==> src/design/ccf_pkg.sv <==
package ccf_pkg;

  // Input command codes
  localparam logic [1:0] CMD_START = 2'd0;
  localparam logic [1:0] CMD_DATA  = 2'd1;
  localparam logic [1:0] CMD_REPLY = 2'd2;

  // Result kinds
  localparam logic [1:0] KIND_TX      = 2'd0;
  localparam logic [1:0] KIND_PAYLOAD = 2'd1;
  localparam logic [1:0] KIND_VERDICT = 2'd2;

  // Verdict codes
  localparam logic [2:0] VERD_OK        = 3'd0;
  localparam logic [2:0] VERD_BAD_COUNT = 3'd1;
  localparam logic [2:0] VERD_CRC       = 3'd2;
  localparam logic [2:0] VERD_DEVICE    = 3'd3;
  localparam logic [2:0] VERD_LENGTH    = 3'd4;

  // Configuration register indexes
  localparam int CFG_INDEX_W = 1;
  localparam logic [CFG_INDEX_W-1:0] CFG_WORD_ADDR = 1'd0;
  localparam logic [CFG_INDEX_W-1:0] CFG_SUCCESS   = 1'd1;

  localparam logic [7:0]  WORD_ADDR_RESET = 8'd3;
  localparam logic [7:0]  SUCCESS_RESET   = 8'd0;
  localparam logic [15:0] CRC_POLY        = 16'h8005;
  localparam logic [7:0]  PKT_OVERHEAD    = 8'd7;
  localparam logic [7:0]  SHORT_REPLY     = 8'd4;
  localparam logic [7:0]  REPLY_OVERHEAD  = 8'd3;

  typedef enum logic [3:0] {
    ST_IDLE,
    ST_HDR,
    ST_DATA,
    ST_TXD,
    ST_CRC_LO,
    ST_CRC_HI,
    ST_REPLY,
    ST_CHK_START,
    ST_CHK_RD,
    ST_CHK_ACC,
    ST_CMP_RD,
    ST_CMP_CHK,
    ST_PAY_RD,
    ST_PAY_OUT,
    ST_VERDICT
  } state_t;

  // Control of the shared CRC unit
  typedef struct packed {
    logic       clr;
    logic       step;
    logic [7:0] din;
  } crc_ctl_t;

endpackage

==> src/design/ccf_if.sv <==
// Command / reply byte channel into the framer
interface ccf_in_if;
  logic        valid;
  logic        ready;
  logic [1:0]  command;
  logic [7:0]  opcode;
  logic [7:0]  param_one;
  logic [15:0] param_two;
  logic [5:0]  data_count;
  logic [5:0]  reply_payload_len;
  logic [7:0]  data_byte;

  modport source (output valid, command, opcode, param_one, param_two, data_count,
                  reply_payload_len, data_byte, input ready);
  modport sink (input valid, command, opcode, param_one, param_two, data_count,
                reply_payload_len, data_byte, output ready);
endinterface

// Result channel out of the framer
interface ccf_out_if;
  logic       valid;
  logic       ready;
  logic [1:0] kind;
  logic [7:0] out_byte;
  logic [2:0] verdict;
  logic [7:0] device_status;
  logic       last;

  modport source (output valid, kind, out_byte, verdict, device_status, last,
                  input ready);
  modport sink (input valid, kind, out_byte, verdict, device_status, last,
                output ready);
endinterface

==> src/design/ccf_ram.sv <==
// Generic single-port-write, single-port-read RAM with registered read
module ccf_ram #(
  parameter int WIDTH = 8,
  parameter int DEPTH = 40
) (
  input  logic                     clk,
  input  logic                     we,
  input  logic [$clog2(DEPTH)-1:0] waddr,
  input  logic [WIDTH-1:0]         wdata,
  input  logic [$clog2(DEPTH)-1:0] raddr,
  output logic [WIDTH-1:0]         rdata
);

  logic [WIDTH-1:0] mem [DEPTH];

  always_ff @(posedge clk) begin
    if (we) begin
      mem[waddr] <= wdata;
    end
    rdata <= mem[raddr];
  end

endmodule

==> src/design/ccf_crc.sv <==
// Shared CRC-16 (poly 0x8005, init 0, LSB-first) byte step unit
module ccf_crc (
  input  logic            clk,
  input  ccf_pkg::crc_ctl_t ctl,
  output logic [15:0]     crc
);

  function automatic logic [15:0] crc_byte(input logic [15:0] c, input logic [7:0] b);
    logic [15:0] r;
    r = c;
    for (int k = 0; k < 8; k++) begin
      if (b[k] != r[15]) begin
        r = {r[14:0], 1'b0} ^ ccf_pkg::CRC_POLY;
      end else begin
        r = {r[14:0], 1'b0};
      end
    end
    return r;
  endfunction

  always_ff @(posedge clk) begin
    if (ctl.clr) begin
      crc <= '0;
    end else if (ctl.step) begin
      crc <= crc_byte(crc, ctl.din);
    end
  end

endmodule

==> src/design/crypto_chip_command_framer.sv <==
// Command framer and reply checker for a secure element.
// req carries start items (opcode, params, data length, expected reply length),
// command data bytes and reply bytes; res carries transmit bytes, reply payload
// bytes and one verdict per reply. A transaction moves on valid & ready.
// A start emits word address, count, opcode, param_one, param_two (low first),
// then the data bytes as they arrive, then the CRC low/high (last set).
// The block takes no item while a header, data byte or CRC byte is being emitted.
// Reply bytes are taken one per cycle; the final one starts the check. The check
// walks the reply store through one shared CRC unit, reading and then accumulating
// each byte, then compares the two CRC bytes, then emits the payload bytes.
// The reply store is a RAM; a fill count makes unwritten entries read as zero,
// so no clearing pass is needed after reset.
// Reset empties the result register and returns to idle; configuration returns
// to word address 3 and success code 0. When res stalls, the result holds and
// the sequencer waits for the slot to empty.
module crypto_chip_command_framer #(
  parameter int PACKET_BYTES = 40,
  parameter int MAX_DATA     = 32
) (
  input  logic                            clk,
  input  logic                            rst,
  input  logic                            cfg_we,
  input  logic [ccf_pkg::CFG_INDEX_W-1:0] cfg_index,
  input  logic [7:0]                      cfg_data,
  ccf_in_if.sink                          req,
  ccf_out_if.source                       res
);

  localparam int AW   = $clog2(PACKET_BYTES);
  localparam int RW   = $clog2(PACKET_BYTES + 1);
  localparam int DMAX = (MAX_DATA < PACKET_BYTES - 8) ? MAX_DATA : PACKET_BYTES - 8;
  localparam int RMAX = PACKET_BYTES - 3;
  localparam logic [7:0] PKT_MAX = 8'(PACKET_BYTES);

  ccf_pkg::state_t state, state_next;

  logic [7:0]  word_addr, success;
  logic [2:0]  hdr_idx, hdr_idx_next;
  logic [7:0]  count_r, opcode_r, p1_r, byte_r;
  logic [15:0] p2_r;
  logic [5:0]  data_left, data_left_next;
  logic [5:0]  exp_payload;
  logic [RW-1:0] received, received_next;
  logic [7:0]  cnt_r, status_r;
  logic [AW-1:0] idx, idx_next;
  logic        cmp_hi, cmp_hi_next;
  logic [5:0]  pay_left, pay_left_next;
  logic [2:0]  verd_r, verd_next;
  logic        rd_ok;

  ccf_pkg::crc_ctl_t crc_ctl;
  logic [15:0] crc;
  logic [7:0]  rdata, rd_byte;

  logic slot_free, load;
  logic [1:0] load_kind;
  logic [7:0] load_byte, load_status;
  logic [2:0] load_verdict;
  logic       load_last;

  logic acc;
  logic ram_we;
  logic [5:0] dlen_sat, rlen_sat;
  logic [7:0] want;
  logic [7:0] payload_len;

  assign acc       = req.valid & req.ready;
  assign slot_free = !res.valid | res.ready;
  assign req.ready = (state == ccf_pkg::ST_IDLE) || (state == ccf_pkg::ST_DATA) ||
                     (state == ccf_pkg::ST_REPLY);

  assign dlen_sat = (req.data_count > 6'(DMAX)) ? 6'(DMAX) : req.data_count;
  assign rlen_sat = (req.reply_payload_len > 6'(RMAX)) ? 6'(RMAX) : req.reply_payload_len;
  assign want     = (exp_payload == '0) ? ccf_pkg::SHORT_REPLY
                                        : 8'(exp_payload) + ccf_pkg::REPLY_OVERHEAD;
  assign payload_len = (cnt_r == ccf_pkg::SHORT_REPLY) ? 8'd0
                                                       : cnt_r - ccf_pkg::REPLY_OVERHEAD;
  assign ram_we = acc && (req.command == ccf_pkg::CMD_REPLY) &&
                  (state == ccf_pkg::ST_REPLY);

  // Entries past the fill count read as cleared
  assign rd_byte = rd_ok ? rdata : 8'd0;

  ccf_ram #(.WIDTH(8), .DEPTH(PACKET_BYTES)) u_store (
    .clk   (clk),
    .we    (ram_we),
    .waddr (received[AW-1:0]),
    .wdata (req.data_byte),
    .raddr (idx),
    .rdata (rdata)
  );

  ccf_crc u_crc (
    .clk (clk),
    .ctl (crc_ctl),
    .crc (crc)
  );

  // Configuration registers
  always_ff @(posedge clk) begin
    if (rst) begin
      word_addr <= ccf_pkg::WORD_ADDR_RESET;
      success   <= ccf_pkg::SUCCESS_RESET;
    end else if (cfg_we) begin
      unique case (cfg_index)
        ccf_pkg::CFG_WORD_ADDR: word_addr <= cfg_data;
        ccf_pkg::CFG_SUCCESS:   success   <= cfg_data;
        default: ;
      endcase
    end
  end

  // Sequencer registers
  always_ff @(posedge clk) begin
    if (rst) begin
      state    <= ccf_pkg::ST_IDLE;
      received <= '0;
    end else begin
      state    <= state_next;
      received <= received_next;
    end
  end

  always_ff @(posedge clk) begin
    hdr_idx   <= hdr_idx_next;
    data_left <= data_left_next;
    idx       <= idx_next;
    cmp_hi    <= cmp_hi_next;
    pay_left  <= pay_left_next;
    verd_r    <= verd_next;
    rd_ok     <= {{(8-RW){1'b0}}, received} > 8'(idx);
    if (acc && (req.command == ccf_pkg::CMD_START)) begin
      count_r     <= ccf_pkg::PKT_OVERHEAD + 8'(dlen_sat);
      opcode_r    <= req.opcode;
      p1_r        <= req.param_one;
      p2_r        <= req.param_two;
      exp_payload <= rlen_sat;
    end
    if (acc && (req.command == ccf_pkg::CMD_DATA)) begin
      byte_r <= req.data_byte;
    end
    if (ram_we && (received == RW'(0))) begin
      cnt_r <= req.data_byte;
    end
    if (ram_we && (received == RW'(1))) begin
      status_r <= req.data_byte;
    end
  end

  // Next state, CRC control and result load
  always_comb begin
    state_next     = state;
    hdr_idx_next   = hdr_idx;
    data_left_next = data_left;
    received_next  = received;
    idx_next       = idx;
    cmp_hi_next    = cmp_hi;
    pay_left_next  = pay_left;
    verd_next      = verd_r;
    crc_ctl        = '{clr: 1'b0, step: 1'b0, din: 8'd0};
    load           = 1'b0;
    load_kind      = ccf_pkg::KIND_TX;
    load_byte      = 8'd0;
    load_verdict   = ccf_pkg::VERD_OK;
    load_status    = 8'd0;
    load_last      = 1'b0;

    // A start is taken in any waiting state and drops the running transaction
    if (acc && (req.command == ccf_pkg::CMD_START)) begin
      state_next     = ccf_pkg::ST_HDR;
      hdr_idx_next   = 3'd0;
      data_left_next = dlen_sat;
      crc_ctl.clr    = 1'b1;
    end else begin
      unique case (state)
        ccf_pkg::ST_IDLE: ;
        ccf_pkg::ST_HDR: begin
          if (slot_free) begin
            load = 1'b1;
            unique case (hdr_idx)
              3'd0:    load_byte = word_addr;
              3'd1:    load_byte = count_r;
              3'd2:    load_byte = opcode_r;
              3'd3:    load_byte = p1_r;
              3'd4:    load_byte = p2_r[7:0];
              default: load_byte = p2_r[15:8];
            endcase
            crc_ctl.step = (hdr_idx != 3'd0);
            crc_ctl.din  = load_byte;
            hdr_idx_next = hdr_idx + 3'd1;
            if (hdr_idx == 3'd5) begin
              state_next = (data_left == '0) ? ccf_pkg::ST_CRC_LO : ccf_pkg::ST_DATA;
            end
          end
        end
        ccf_pkg::ST_DATA: begin
          if (acc && (req.command == ccf_pkg::CMD_DATA)) begin
            state_next = ccf_pkg::ST_TXD;
          end
        end
        ccf_pkg::ST_TXD: begin
          if (slot_free) begin
            load           = 1'b1;
            load_byte      = byte_r;
            crc_ctl.step   = 1'b1;
            crc_ctl.din    = byte_r;
            data_left_next = data_left - 6'd1;
            state_next = (data_left == 6'd1) ? ccf_pkg::ST_CRC_LO : ccf_pkg::ST_DATA;
          end
        end
        ccf_pkg::ST_CRC_LO: begin
          if (slot_free) begin
            load       = 1'b1;
            load_byte  = crc[7:0];
            state_next = ccf_pkg::ST_CRC_HI;
          end
        end
        ccf_pkg::ST_CRC_HI: begin
          if (slot_free) begin
            load          = 1'b1;
            load_byte     = crc[15:8];
            load_last     = 1'b1;
            received_next = '0;
            state_next    = ccf_pkg::ST_REPLY;
          end
        end
        ccf_pkg::ST_REPLY: begin
          if (ram_we) begin
            received_next = received + RW'(1);
            if (8'(received) + 8'd1 >= want) begin
              state_next = ccf_pkg::ST_CHK_START;
            end
          end
        end
        ccf_pkg::ST_CHK_START: begin
          if ((cnt_r < ccf_pkg::SHORT_REPLY) || (cnt_r > PKT_MAX)) begin
            verd_next  = ccf_pkg::VERD_BAD_COUNT;
            state_next = ccf_pkg::ST_VERDICT;
          end else begin
            crc_ctl.clr = 1'b1;
            idx_next    = '0;
            state_next  = ccf_pkg::ST_CHK_RD;
          end
        end
        ccf_pkg::ST_CHK_RD: state_next = ccf_pkg::ST_CHK_ACC;
        ccf_pkg::ST_CHK_ACC: begin
          crc_ctl.step = 1'b1;
          crc_ctl.din  = rd_byte;
          idx_next     = idx + AW'(1);
          state_next   = ccf_pkg::ST_CHK_RD;
          if (8'(idx) + 8'd1 == cnt_r - 8'd2) begin
            cmp_hi_next = 1'b0;
            state_next  = ccf_pkg::ST_CMP_RD;
          end
        end
        ccf_pkg::ST_CMP_RD: state_next = ccf_pkg::ST_CMP_CHK;
        ccf_pkg::ST_CMP_CHK: begin
          if (rd_byte != (cmp_hi ? crc[15:8] : crc[7:0])) begin
            verd_next  = ccf_pkg::VERD_CRC;
            state_next = ccf_pkg::ST_VERDICT;
          end else if (!cmp_hi) begin
            cmp_hi_next = 1'b1;
            idx_next    = idx + AW'(1);
            state_next  = ccf_pkg::ST_CMP_RD;
          end else if ((cnt_r == ccf_pkg::SHORT_REPLY) && (status_r != success)) begin
            verd_next  = ccf_pkg::VERD_DEVICE;
            state_next = ccf_pkg::ST_VERDICT;
          end else if (payload_len != 8'(exp_payload)) begin
            verd_next  = ccf_pkg::VERD_LENGTH;
            state_next = ccf_pkg::ST_VERDICT;
          end else begin
            verd_next     = ccf_pkg::VERD_OK;
            idx_next      = AW'(1);
            pay_left_next = exp_payload;
            state_next = (exp_payload == '0) ? ccf_pkg::ST_VERDICT : ccf_pkg::ST_PAY_RD;
          end
        end
        ccf_pkg::ST_PAY_RD: state_next = ccf_pkg::ST_PAY_OUT;
        ccf_pkg::ST_PAY_OUT: begin
          if (slot_free) begin
            load          = 1'b1;
            load_kind     = ccf_pkg::KIND_PAYLOAD;
            load_byte     = rd_byte;
            idx_next      = idx + AW'(1);
            pay_left_next = pay_left - 6'd1;
            state_next = (pay_left == 6'd1) ? ccf_pkg::ST_VERDICT : ccf_pkg::ST_PAY_RD;
          end
        end
        ccf_pkg::ST_VERDICT: begin
          if (slot_free) begin
            load         = 1'b1;
            load_kind    = ccf_pkg::KIND_VERDICT;
            load_verdict = verd_r;
            load_status  = status_r;
            load_last    = 1'b1;
            state_next   = ccf_pkg::ST_IDLE;
          end
        end
        default: state_next = ccf_pkg::ST_IDLE;
      endcase
    end
  end

  // Result register
  always_ff @(posedge clk) begin
    if (rst) begin
      res.valid <= 1'b0;
    end else if (load) begin
      res.valid <= 1'b1;
    end else if (res.ready) begin
      res.valid <= 1'b0;
    end
  end

  always_ff @(posedge clk) begin
    if (load) begin
      res.kind          <= load_kind;
      res.out_byte      <= load_byte;
      res.verdict       <= load_verdict;
      res.device_status <= load_status;
      res.last          <= load_last;
    end
  end

endmodule

==> src/flat_wrapper.sv <==
// flat-port wrapper written by rule: the top's interface ports become plain ports
module crypto_chip_command_framer_flat 
#(
  parameter int PACKET_BYTES = 40,
  parameter int MAX_DATA     = 32
)
  (clk, rst, cfg_we, cfg_index, cfg_data, req_valid, req_command, req_opcode, req_param_one, req_param_two, req_data_count, req_reply_payload_len, req_data_byte, req_ready, res_valid, res_kind, res_out_byte, res_verdict, res_device_status, res_last, res_ready);
  ccf_in_if req_i ();
  ccf_out_if res_i ();
  input  logic clk;
  input  logic rst;
  input  logic cfg_we;
  input  logic [ccf_pkg::CFG_INDEX_W-1:0] cfg_index;
  input  logic [7:0] cfg_data;
  input wire logic [$bits(req_i.valid)-1:0] req_valid;
  input wire logic [$bits(req_i.command)-1:0] req_command;
  input wire logic [$bits(req_i.opcode)-1:0] req_opcode;
  input wire logic [$bits(req_i.param_one)-1:0] req_param_one;
  input wire logic [$bits(req_i.param_two)-1:0] req_param_two;
  input wire logic [$bits(req_i.data_count)-1:0] req_data_count;
  input wire logic [$bits(req_i.reply_payload_len)-1:0] req_reply_payload_len;
  input wire logic [$bits(req_i.data_byte)-1:0] req_data_byte;
  output wire logic [$bits(req_i.ready)-1:0] req_ready;
  output wire logic [$bits(res_i.valid)-1:0] res_valid;
  output wire logic [$bits(res_i.kind)-1:0] res_kind;
  output wire logic [$bits(res_i.out_byte)-1:0] res_out_byte;
  output wire logic [$bits(res_i.verdict)-1:0] res_verdict;
  output wire logic [$bits(res_i.device_status)-1:0] res_device_status;
  output wire logic [$bits(res_i.last)-1:0] res_last;
  input wire logic [$bits(res_i.ready)-1:0] res_ready;
  assign req_i.valid = req_valid;
  assign req_i.command = req_command;
  assign req_i.opcode = req_opcode;
  assign req_i.param_one = req_param_one;
  assign req_i.param_two = req_param_two;
  assign req_i.data_count = req_data_count;
  assign req_i.reply_payload_len = req_reply_payload_len;
  assign req_i.data_byte = req_data_byte;
  assign req_ready = req_i.ready;
  assign res_valid = res_i.valid;
  assign res_kind = res_i.kind;
  assign res_out_byte = res_i.out_byte;
  assign res_verdict = res_i.verdict;
  assign res_device_status = res_i.device_status;
  assign res_last = res_i.last;
  assign res_i.ready = res_ready;
  crypto_chip_command_framer #(.PACKET_BYTES(PACKET_BYTES), .MAX_DATA(MAX_DATA)) u_core (.clk(clk), .rst(rst), .cfg_we(cfg_we), .cfg_index(cfg_index), .cfg_data(cfg_data), .req(req_i), .res(res_i));
endmodule
==> config.mk <==
export PLATFORM = sky130hd
export DESIGN_NAME = crypto_chip_command_framer_flat
export DESIGN_NICKNAME = d
export VERILOG_FILES = /design/src/design/ccf_pkg.sv /design/src/design/ccf_if.sv /design/src/design/ccf_ram.sv /design/src/design/ccf_crc.sv /design/src/design/crypto_chip_command_framer.sv /design/src/flat_wrapper.sv
export SDC_FILE = /design/constraint.sdc
export NUM_CORES = 1
export LEC_CHECK = 0
export ABC_AREA = 1
export CAP_MARGIN = 20
export CELL_PAD_IN_SITES_DETAIL_PLACEMENT = 0
export CELL_PAD_IN_SITES_GLOBAL_PLACEMENT = 2
export CORE_MARGIN = 3
export CORE_UTILIZATION = 39
export DETAILED_ROUTE_END_ITERATION = 6
export DONT_BUFFER_PORTS = 1
export GPL_TIMING_DRIVEN = 0
export PLACE_DENSITY_LB_ADDON = 0.3
export SETUP_SLACK_MARGIN = 0.1
export SLEW_MARGIN = 20
export SYNTH_ARGS = -nofsm -noshare
export SYNTH_HDL_FRONTEND = slang
export SYNTH_SLANG_ARGS = --single-unit
==> constraint.sdc <==
create_clock -name clk -period 3.1 [get_ports clk]
set_input_delay 0.465 -clock clk [delete_from_list [all_inputs] [get_ports clk]]
set_output_delay 0.465 -clock clk [all_outputs]
set_load 0.02 [all_outputs]
* Yosys cells after proc, flatten, opt, wreduce, memory -nomap -nowiden *
Memory sizes are Yosys's and may differ from the RTL's. A register that Yosys moved wholly into a read port is not among the register bits.
Cells that the tools add are included.

word-level totals
  bits in registers = 161
  RAM bits = 320
  bits of input ports = 68
  output and inout port bits = 24
  word-level logic and storage cells = 272
  memories kept = 1

memories
  name                words  bits a word  rd ports  clocked after memory_dff  wr ports  RTL line       RTL
  u_core.u_store.mem  40     8            1         1                         1         ccf_ram.sv:14  logic [WIDTH-1:0] mem [DEPTH];

operators by class
  add/sub/neg operators = 11
  order comparisons = 6
  eq/ne operators = 68
  multiplexer cells = 101
  bitwise gates (word level) = 16
  reduce and logical (&&, ||, !) cells = 42

operators with widths
  kind                   number
  $mux W16               22
  $mux W6                17
  $pmux W8 S5            2
  $mux W8                9
  $pmux W4 S15           1
  $mux W4                14
  $eq A4 B4 Y1 const B   7
  $mux W9                3
  $pmux W9 S3            1
  $mux W3                8
  $ne A3 B1 Y1 const B   8
  $not A3 Y3             8
  $pmux W6 S2            2
  $pmux W6 S4            1
  $ne A2 B1 Y1 const B   11
  $reduce_and A11 Y1     2
  $eq A6 B1 Y1 const B   3
  $logic_not A6 Y1       3
  $eq A4 B3 Y1 const B   4
  $ne A8 B8 Y1           2
  $sub A8 B2 Y8 const B  2
  $add A6 B1 Y7 const B  2
  $mux W1                14
  $ne A2 B2 Y1 const B   7
  45 further kinds       91

* Longest topological paths before layout *
  word-level depth = 36
  gate-level depth with buffers = 28
  gate-level depth less buffers = 27

* By module *
A second synthesis with hierarchy kept.

unflattened totals
  cell total of the unflattened synthesis = 2188
  area total of the unflattened synthesis = 22346.4 um2

by module, submodules not included
  module                      times used  cells each  area each (um2)  sequential area each (um2)
  ccf_ram                     1           1094        13222.7          9769.4
  crypto_chip_command_framer  1           953         8090.3           4013.8
  ccf_crc                     1           141         1033.5           320.3

* Worst setup path before layout *
No wires, ideal clock.

  path kind = reg-to-reg
  start = register u_core.cnt_r[1]
  end = register u_core.pay_left[0], enable pin
  library setup time = 405 ps
  arrival time = 2773 ps
  data required time = 2695 ps
  path slack = -78 ps
  cell stages (with the launch flop) = 9
  buffers on the path = 0
  clock period less this slack = 3178 ps
  path through = edfxtp_1 > ha_1 > a21oi_1 > nand2_1 > xor2_1 > xnor2_1 > nor4_1 > nand3_1 > a2111oi_0

between the ends
  longest elaborated chain between the ends = 5
  elaborated cells on any way between the ends = 8
  classes of those cells = 1 x add/sub; 4 x eq/ne; 1 x mux; 2 x reduce/logical

RTL lines
  what                                           RTL line                                                                                               RTL
  start: declaration                             crypto_chip_command_framer.sv:44                                                                       logic [7:0] cnt_r, status_r;
  start signal: assignment                       crypto_chip_command_framer.sv:143                                                                      cnt_r <= req.data_byte;
  $sub A8 B2 Y8 or $eq A8 B3 Y1 (tied branches)  crypto_chip_command_framer.sv:77, crypto_chip_command_framer.sv:76, crypto_chip_command_framer.sv:265
  $mux W8                                        crypto_chip_command_framer.sv:76                                                                       assign payload_len = (cnt_r == ccf_pkg::SHORT_REPLY) ? 8'd0
  $ne A8 B6 Y1                                   crypto_chip_command_framer.sv:268                                                                      end else if (payload_len != 8'(exp_payload)) begin
  $ne A2 B2 Y1 (no source line)                  --
  $reduce_and A7 Y1 (no source line) (*)         --
  end signal: assignment                         crypto_chip_command_framer.sv:129                                                                      pay_left <= pay_left_next;
  end: declaration                               crypto_chip_command_framer.sv:47                                                                       logic [5:0] pay_left, pay_left_next;

Mark *: on every way between the ends. The rest lies on a longest branch, timed or not.
A chain may end at the register's enable or synchronous reset.

* Final worst setup path *
  start = register u_core.exp_payload[0]
  end = register u_core.state[3]

between the ends
  longest elaborated chain between the ends = 5
  elaborated cells on any way between the ends = 6
  classes of those cells = 1 x add/sub; 1 x order compare; 1 x eq/ne; 1 x mux; 2 x reduce/logical

RTL lines
  what                                               RTL line                                                            RTL
  start: declaration                                 crypto_chip_command_framer.sv:42                                    logic [5:0] exp_payload;
  start signal: assignment                           crypto_chip_command_framer.sv:137                                   exp_payload <= rlen_sat;
  $add A6 B2 Y7 or $logic_not A6 Y1 (tied branches)  crypto_chip_command_framer.sv:75, crypto_chip_command_framer.sv:74
  $mux W8 (*)                                        crypto_chip_command_framer.sv:74                                    assign want = (exp_payload == '0) ? ccf_pkg::SHORT_REPLY
  $ge A8 B8 Y1 (*)                                   crypto_chip_command_framer.sv:230                                   if (8'(received) + 8'd1 >= want) begin
  $ne A2 B2 Y1 (no source line) (*)                  --
  $reduce_and A11 Y1 (no source line) (*)            --
  end signal: assignment                             crypto_chip_command_framer.sv:116                                   state <= ccf_pkg::ST_IDLE;
  end signal: assignment                             crypto_chip_command_framer.sv:119                                   state <= state_next;
  end: declaration                                   crypto_chip_command_framer.sv:35                                    ccf_pkg::state_t state, state_next;

Marked as above.

==> metrics.txt <==
CP endpoint kind=register; Buffers on Ports=0; Max FO, Critical Path=6; CTS HTree Levels=2; Post-route DRC=0; Async SR Flop Fraction=0; layout cell share with drive strength beyond 1=0.143; worst vdd ir=~0.4 mV; Seq/Total Area, Yosys=0.664; Post-Syn Instances=1,875; Post-synth EDFFs=433; clk_lat worst skew=just over 600 ps; vias per cell=5.38; number of antenna violations at the first check in global routing=4; share of the synthesized area in the top cell type=0.612; Critical path buffers and inverters=4; Yosys cell types=between 50 and 60; Static Leak=around 9 nW; Die ar.=about 57,000 um^2; Starting Density=0.399; commonest non-fill, non-tap cell in the layout=edfxtp_1; clk sinks=~490; yosys warns=0; Power Total=15.8 mW; Syn Nets=approximately 2,000; Cell Area, Synth=21,200 um^2; worst hold slack=~36 ps; Final period util=0.945; Largest regs=u_core.u_store.mem: 320 flops, u_core.p2_r: 16 flops, u_core.u_crc.crc: 16 flops; Worst Skew=between 30 and 40 ps; hpwl dp=between 40,000 and 50,000 um; multi-input logic area=about 6700 um^2; aggregate global routing overflow=0; IO Count=92; Worst Hold Class=input port to register; final wirelength=between 60,000 and 70,000 um; most frequent cells in the layout=edfxtp_1 (433), nand2_1 (246), a21oi_1 (177), nor2_1 (152), o21ai_0 (140); Slew @ Worst Pin=approximately 1100 ps; slew margin rel.=0.291; largest net degree at the start of global routing=44; CP max stage delay=just over 400 ps; gr usage total=0.212; Cell Pwr Density=around 630 nW/um^2; vias in the first global route=14,600; Avg WL per Cell=~22 um; row cnt=84; NumNets Final=2,118; Seq cells post-synth=about 500; Max Fclk=~340 MHz; fin crit period=slightly below 3000 ps; pre-CTS WS=-704 ps; Max Slew Vio Count=0; Setup WS post-layout=about 170 ps; register area=14,100 um^2; overall die width=239 um; DP Area=22,200 um^2; delay-heaviest family, CP=compound AO/OA/AOI/OAI gates; vias=between 10,000 and 15,000; outcome=finished, final reports clean; final core occ=0.474; unrepaired setup endpoints after global routing=yes; first-pass GRT wire length=about 91,000 um; Largest register FFs=between 300 and 400; initial drt markers=approximately 1,200; prevailing post-synth register cell=edfxtp_1; Worst Path Required=between 3000 and 4000 ps; syn avg cell area=between 10 and 15 um^2; sequence of cells on the critical path=inv_2, ha_4, nand2_4, nor4_4, inv_2, nand2_1, inv_1, ha_1, inv_1, a21boi_1, o21a_1, o21a_1, o211ai_1, nand2_1, o21ai_1, nand2_1, nand2_2, nor3_2, a211oi_1; WP data arrival=3440 ps; Final GP Congestion=just over 0.8; most frequent CP cell=nand2_1; Die Height=239 um; TritonCTS clock tree=done; Synth area leaders=edfxtp_1 (61%), dfxtp_1 (5.2%), nand2_1 (4.5%); slowest CP cell=edfxtp_1; final setup fails=0; Reg with most FFs=u_core.u_store.mem; Routed Antenna Nets=0; Fin. Hold Viols=0; root buffer cell=clkbuf_16; fill cell count=4,862; Area Growth Syn to Fin=18.8%; Worst-path clk slew=~60 ps; ant diodes=0; crit path launch type=register; top cell type by total area after synthesis=edfxtp_1; Pre-antenna DRT Iters=7; max_cap viols=0; CTS buffer count=between 50 and 60; critical path class=register to register; core footprint=~53,000 um^2; design area=between 20,000 and 30,000 um^2; CTS max path bufs=3
[layout make-up]
cell class                 instances  area share
clock inverter                    37      0.0140
clock buffer                      63      0.0545
tap                              688      0.0341
inverter                         149      0.0226
buffer                            79      0.0138
multi-input combinational       1160       0.264
timing repair inverter             1    0.000298
sequential                       488       0.559
timing repair buffer              86      0.0371
[path summary, 6_finish.rpt]
path | from | end | slack, ps | cells after the start
setup / recovery | u_core.exp_payload[0] | u_core.state[3] | 170 | 19
hold reg to reg | u_core.hdr_idx[0] | u_core.hdr_idx[0] | 460 | 1
setup reg to reg | u_core.exp_payload[0] | u_core.state[3] | 170 | 19
hold / removal | req_reply_payload_len[5] | u_core.exp_payload[4] | 40 | 1
[cell families after synthesis]
kind of cell	Yosys count	synth area share
simple gates	610	0.124
flops	488	0.664
compound gates	454	0.126
buf+inv	228	0.0415
xor+xnor	62	0.0256
fa+ha+maj	32	0.0189
other cells	1	0.000177
[metrics by stage]
stage               TNS [ps]  cells
detailed placement   -176170   2567
CTS                        0   2740
global route            -266   2751
finish                     0   2751
floorplan                  0   1875
global placement     -229540   2563
[per-layer routing]
layer  vias to the layer above  wire length, um  part of all wire  track usage
met1                      7201            26700              0.43        0.284
li1                       7036                -                 -            -
met2                       468            28900              0.47        0.346
met4                         4             1890             0.031       0.0760
met5                         -               20           0.00032            0
met3                       103             4030             0.065       0.0419
[worst register-to-register path, delay by kind of cell, from the launching register on]
family,cells,cell delay [ps]
flip-flops,1,410
adder cells (fa/ha/maj),2,410
buffers and inverters,4,270
AND/OR/NAND/NOR,7,850
AO/OA/AOI/OAI,6,870
[synthesized netlist by cell type (2+ instances only)]
cell type  count
edfxtp_1     433
nand2_1      255
nor2_1       198
a21oi_1      179
o21ai_0      147
inv_1        127
nand3_1       75
clkbuf_1      65
o221ai_1      65
dfxtp_1       55
xor2_1        47
ha_1          32
o22ai_1       22
nand4_1       16
nand2_2       15
xnor2_1       15
inv_2         14
nor3_1        13
a211oi_1      10
nor4_1         9
nor2_2         8
buf_1          7
clkinv_1       7
or2_2          7
nor2_4         6
o211ai_1       6
buf_2          4
nand2_4        4
o21a_1         4
o21ai_2        4
a2111oi_0      3
a31oi_1        2
a32oi_1        2
buf_6          2
[where the power goes]
group	total [mW]	leakage (nW)	switching, mW	internal, mW
Clock	6.25	0.850	2.64	3.60
Combinational	1.99	3.74	1.30	0.687
Sequential	7.55	4.39	0.181	7.37
Total	15.8	8.98	4.13	11.7
[repair_timing]
action,in CTS,in global routing
setup endpoints to repair,394,334
hold endpoints to repair,383,0
cloned,1,1
hold buffers,47,0
resized for setup,95,60
pin swaps,10,18
setup buffers,25,10
Power figures use the tool's default switching activity.
